$ cat config.mk
export PLATFORM = sky130hd
export DESIGN_NAME = jrd_isqrt
export DESIGN_NICKNAME = d
export VERILOG_FILES = /design/src/hw/rtl/jrd_pkg.sv /design/src/hw/rtl/jrd_isqrt.sv
export SDC_FILE = /design/constraint.sdc
export NUM_CORES = 1
export LEC_CHECK = 0
export ABC_AREA = 1
export BUFFER_PORTS_ARGS = -buffer_cell sky130_fd_sc_hd__buf_2
export CAP_MARGIN = 20
export CORE_AREA = 4 4 192 194
export DETAILED_ROUTE_END_ITERATION = 10
export DIE_AREA = 0 0 196 198
export HOLD_SLACK_MARGIN = 0.12
export PLACE_DENSITY_LB_ADDON = 0.25
export SYNTH_ARGS = -nofsm -noshare
export SYNTH_HDL_FRONTEND = slang
export SYNTH_SLANG_ARGS = --single-unit
$ cat constraint.sdc
create_clock -name clock -period 5.09 [get_ports clock]
set_clock_uncertainty 0.1 [all_clocks]
set_input_delay 0.2545 -clock clock [delete_from_list [all_inputs] [get_ports clock]]
set_output_delay 0.2545 -clock clock [all_outputs]
set_load 0.03 [all_outputs]
$ cat src/hw/rtl/jrd_pkg.sv
// Shared constants for the radial deadzone unit.
// No dependencies.
`default_nettype none

package jrd_pkg;
   // output full scale of the rescaled stick
   localparam logic [14:0] FULL_SCALE = 15'd32767;
   // root pipeline: two result bits per stage, 16 bits of root
   localparam int SQRT_STAGES = 8;
   // divider: one quotient bit per stage, overflow test plus 17 bits
   localparam int DIV_STAGES = 18;
   // registers from accepted item to result strobe
   localparam int PIPE_LAT = 3 + SQRT_STAGES + 3 + DIV_STAGES + 1;
endpackage

`default_nettype wire

$ cat src/hw/rtl/jrd_isqrt.sv
// Pipelined integer square root of a 32-bit value, two bits per stage.
// Depends on jrd_pkg.
`default_nettype none

module jrd_isqrt
   import jrd_pkg::*;
#(
   parameter int SIDE_W = 1
) (
   input  wire logic              clock,
   input  wire logic              reset,
   input  wire logic              in_valid,
   input  wire logic [31:0]       in_n,
   input  wire logic [SIDE_W-1:0] in_side,
   output logic                   out_valid,
   output logic [15:0]            out_root,
   output logic [SIDE_W-1:0]      out_side
);

   logic              v_ff    [SQRT_STAGES];
   logic [17:0]       rem_ff  [SQRT_STAGES];
   logic [15:0]       root_ff [SQRT_STAGES];
   logic [31:0]       n_ff    [SQRT_STAGES];
   logic [SIDE_W-1:0] side_ff [SQRT_STAGES];

   for (genvar s = 0; s < SQRT_STAGES; s++) begin : g_stage
      logic              p_v;
      logic [17:0]       p_rem;
      logic [15:0]       p_root;
      logic [31:0]       p_n;
      logic [SIDE_W-1:0] p_side;
      logic [17:0]       rem_in;
      logic [15:0]       root_in;
      logic [31:0]       n_in;

      if (s == 0) begin : g_first
         assign p_v    = in_valid;
         assign p_rem  = '0;
         assign p_root = '0;
         assign p_n    = in_n;
         assign p_side = in_side;
      end else begin : g_next
         assign p_v    = v_ff[s-1];
         assign p_rem  = rem_ff[s-1];
         assign p_root = root_ff[s-1];
         assign p_n    = n_ff[s-1];
         assign p_side = side_ff[s-1];
      end

      // two restoring root steps
      always_comb begin
         logic [19:0] t;
         logic [19:0] trial;
         rem_in  = p_rem;
         root_in = p_root;
         n_in    = p_n;
         for (int i = 0; i < 2; i++) begin
            t     = {rem_in, n_in[31:30]};
            trial = {2'b00, root_in, 2'b01};
            if (t >= trial) begin
               t       = t - trial;
               root_in = {root_in[14:0], 1'b1};
            end else begin
               root_in = {root_in[14:0], 1'b0};
            end
            rem_in = t[17:0];
            n_in   = {n_in[29:0], 2'b00};
         end
      end

      always_ff @(posedge clock) begin
         if (reset) begin
            v_ff[s] <= 1'b0;
         end else begin
            v_ff[s] <= p_v;
         end
         rem_ff[s]  <= rem_in;
         root_ff[s] <= root_in;
         n_ff[s]    <= n_in;
         side_ff[s] <= p_side;
      end
   end

   assign out_valid = v_ff[SQRT_STAGES-1];
   assign out_root  = root_ff[SQRT_STAGES-1];
   assign out_side  = side_ff[SQRT_STAGES-1];

endmodule

`default_nettype wire

==> summary.md <==
| Metric | Value |
|---|---|
| Status | `finished clean` |
| Number of max-slew violations in the final report | `0` |
| Post-route DRC | `0` |
| EDFF count, synth | `0` |
| Effective utilization at floorplan | `54.4%` |
| Slew of the pin with the lowest slew margin | `0.717 ns` |
| Starting DRT DRC Count | `1121` |
| Static Leakage | `11.4 nW` |
| Post-CTS setup buffers | `0` |
| F_max | `222 MHz` |
| Net count, final | `3105` |
| TritonCTS clock tree | `built` |
| Arithmetic-cell share of the synthesized area counting full adders, half adders and majority gates | `9.73%` |
| Total die area | `38800 µm²` |
| Multi-input gate area | `11100 µm²` |
| Top FF cell, synth | `dfxtp_1` |
| Site row count | `69` |
| Count of final setup violators | `0` |
| Top-area cell type share of the netlist area | `33.2%` |
| Total number of yosys warnings | `0` |
| Global-route congestion overflow total | `0` |
| Setup repair after global routing missed its margin | `false` |
| Final critical-path required period | `4.51 ns` |
| Final critical-path share of the clock period | `88.6%` |
| Power per unit of standard cell area | `465 nW/µm²` |
| Critical path start-end classification | `reg2reg` |
| Worst-path clk slew | `0.06 ns` |
| Drt first pass iters | `5` |
| Core ar. | `35200 µm²` |
| Share of cell area taken by muxes after synthesis | `0%` |
| Cells taking the most area after synthesis | `dfxtp_1, nand2_1, ha_1` |
| RePlAce Congestion | `0.984` |
| Largest fanout on the critical path | `19` |
| Vias per cell | `5.27` |
| Horizontal die dimension | `196 µm` |
| Total Routing Usage GR | `25.7%` |
| Count of max-cap constraint violations | `0` |
| Die H | `198 µm` |
| Largest net degree at the start of global routing | `22` |
| Yosys cell types | `58` |
| Kind of launch point of the worst setup path | `flop` |
| Leading cell types in the layout, fill and taps excluded | `nand2_1, inv_1, dfxtp_1` |
| Area share of xor/xnor cells in the synthesized design | `4.85%` |
| Area share of and/or/nand/nor cells after synthesis | `34.3%` |
| DPL Wire Length | `40700 µm` |
| Average wire per cell in the routed design | `14.9 µm` |
| Cell area after placement | `19800 µm²` |
| Antenna violations before repair | `1` |
| Number of buffers on the longest clock path | `3` |
| Proportion of synthesized chip area in sequential cells | `33.2%` |
| Post-route design area | `21300 µm²` |
| Diode count | `0` |
| Area added between synthesis and finish | `11.4%` |
| Async set-or-reset flop fraction in the synthesized netlist | `0%` |
| Via count of the first global-routing pass | `16800` |
| Via total after detailed routing | `17900` |
| Final ANT Viol Nets | `0` |
| Flip-flop and latch count after synthesis | `318` |
| I/O pin cnt | `54` |
| Max IR drop VDD | `0.344 mV` |
| Hold violation total from the final report | `0` |
| Crit path required time | `5.39 ns` |
| Sum of routed wire length over all layers | `50800 µm` |
| H-tree levels | `2` |
| Nature of the critical path endpoint | `flop` |
| Port buffer count | `53` |
| Layout cell share with drive strength beyond 1 | `7.71%` |
| Register area | `6370 µm²` |
| Clock sink count | `318` |
| Average size of a mapped cell | `6.80 µm²` |
| Clock tree root driver cell | `clkbuf_16` |
| Cell area after synthesis | `19200 µm²` |
| Mapped Cells | `2816` |
| Most common cell after layout, fill and taps aside | `nand2_1` |
| Largest family of logic cells by synthesized area | `simple AND/OR/NAND/NOR gates` |
| Setup Total Neg Slack | `0 ns` |
| CTS buffer count | `36` |
| Cell type with the highest aggregate area in the netlist | `dfxtp_1` |
| Global-route wire length before repair | `82900 µm` |
| Critical path data arrival time | `4.81 ns` |
| Post-cts repair resize count | `0` |
| Latest clock arrival within the worst-skew pair | `0.54 ns` |
| Total of fill cells in the finished design | `3328` |
| Synth Area in Compound Gates | `8.88%` |
| Setup slack of the most critical reg-to-reg path | `0.58 ns` |
| Tightest Hold Check Type | `reg2reg` |
| Relative slew slack | `51.9%` |
==> final timing paths <==
path / from / to / depth (start not counted)
worst max-delay path: root_ff[1][27] / rem_ff[6][15] / 24
worst max register to register: root_ff[1][27] / rem_ff[6][15] / 24
worst min-delay path: n_ff[2][22] / n_ff[3][26] / 0
worst min register to register: n_ff[2][22] / n_ff[3][26] / 0
==> state kept, by name, indices dropped and copies added (netlist names) <==
name and cells:
n_ff 112, rem_ff 118, root_ff 72, side_ff 8, v_ff 8
==> routing by layer <==
metal	routed length (µm)	up-vias	share of wire [%]	track usage, %
met4	1670	0	3.3	8.38
met3	2750	113	5.4	3.86
met5	0	-	0	0
li1	-	9193	-	-
met1	23600	8125	46	34.9
met2	22800	508	45	42.2
==> report_power, final <==
group	switching [mW]	total, mW	internal (mW)
clock network	1.04	2.49	1.45
registers	0.356	3.29	2.93
logic	2.76	4.16	1.40
==> final cells by class <==
type,instances,area share (%)
repair buffers,96,3.21
clock inverters,13,0.686
well taps,461,2.70
multi-input cells,2072,51.9
inverters,396,6.98
flip-flops and latches,318,29.8
clock buffers,50,4.71
==> timing repair <==
action                                  CTS  global route
endpoints found under the hold margin    44             0
endpoints found under the setup margin    0             0
hold buffers                             39             0
==> critical path, cell delays in order (launching register included) <==
cell     delay (ns)
dfxtp_1        0.43
inv_1          0.11
ha_1           0.33
nand2_1        0.11
inv_1          0.07
nand2_1        0.11
nor2_1         0.06
nand2_1        0.07
nand2_1        0.06
nor2_2         0.24
nand2_2        0.08
inv_1          0.38
o21ai_0        0.28
ha_1           0.41
nand2_1        0.15
inv_1          0.05
nand2_1        0.16
nor2_1         0.07
nand3_1        0.17
nand2_1        0.07
nand2_1        0.07
nand4_1        0.12
nor2_4         0.13
nand2_2        0.26
and2_1         0.27
==> cell usage after synthesis, types with 25 or more instances <==
| master | count |
|---|---|
| xor2_1 | 69 |
| nand3_1 | 208 |
| nor3_1 | 25 |
| nor2_1 | 241 |
| o21ai_0 | 107 |
| nand4_1 | 55 |
| xnor2_1 | 37 |
| inv_1 | 378 |
| a21oi_1 | 131 |
| ha_1 | 149 |
| nand2_1 | 872 |
| dfxtp_1 | 318 |
==> cells by family (layout without fill, tap and decap cells) <==
family	Yosys count	count (layout)
compound gates	306	306
simple gates	1509	1509
fa+ha+maj	149	149
flops	318	318
other cells	1	2
buf+inv	427	555
xor+xnor	106	106
==> stage by stage <==
step | instances | worst slack (ns) | utilization, % | total power, mW | hold WS [ns]
floorplan | 2817 | 1.53 | - | 6.38 | 0.182
global placement | 3304 | 0.627 | 56.2 | 7.37 | 0.210
detailed placement | 3304 | 0.643 | 56.2 | 7.40 | 0.212
CTS | 3406 | 0.612 | 60.6 | 9.96 | 0.221
global route | 3406 | 0.179 | 60.6 | 10.7 | 0.230
finish | 3406 | 0.581 | 60.6 | 9.93 | 0.221
No activity file was read; power rests on OpenSTA's default activity.
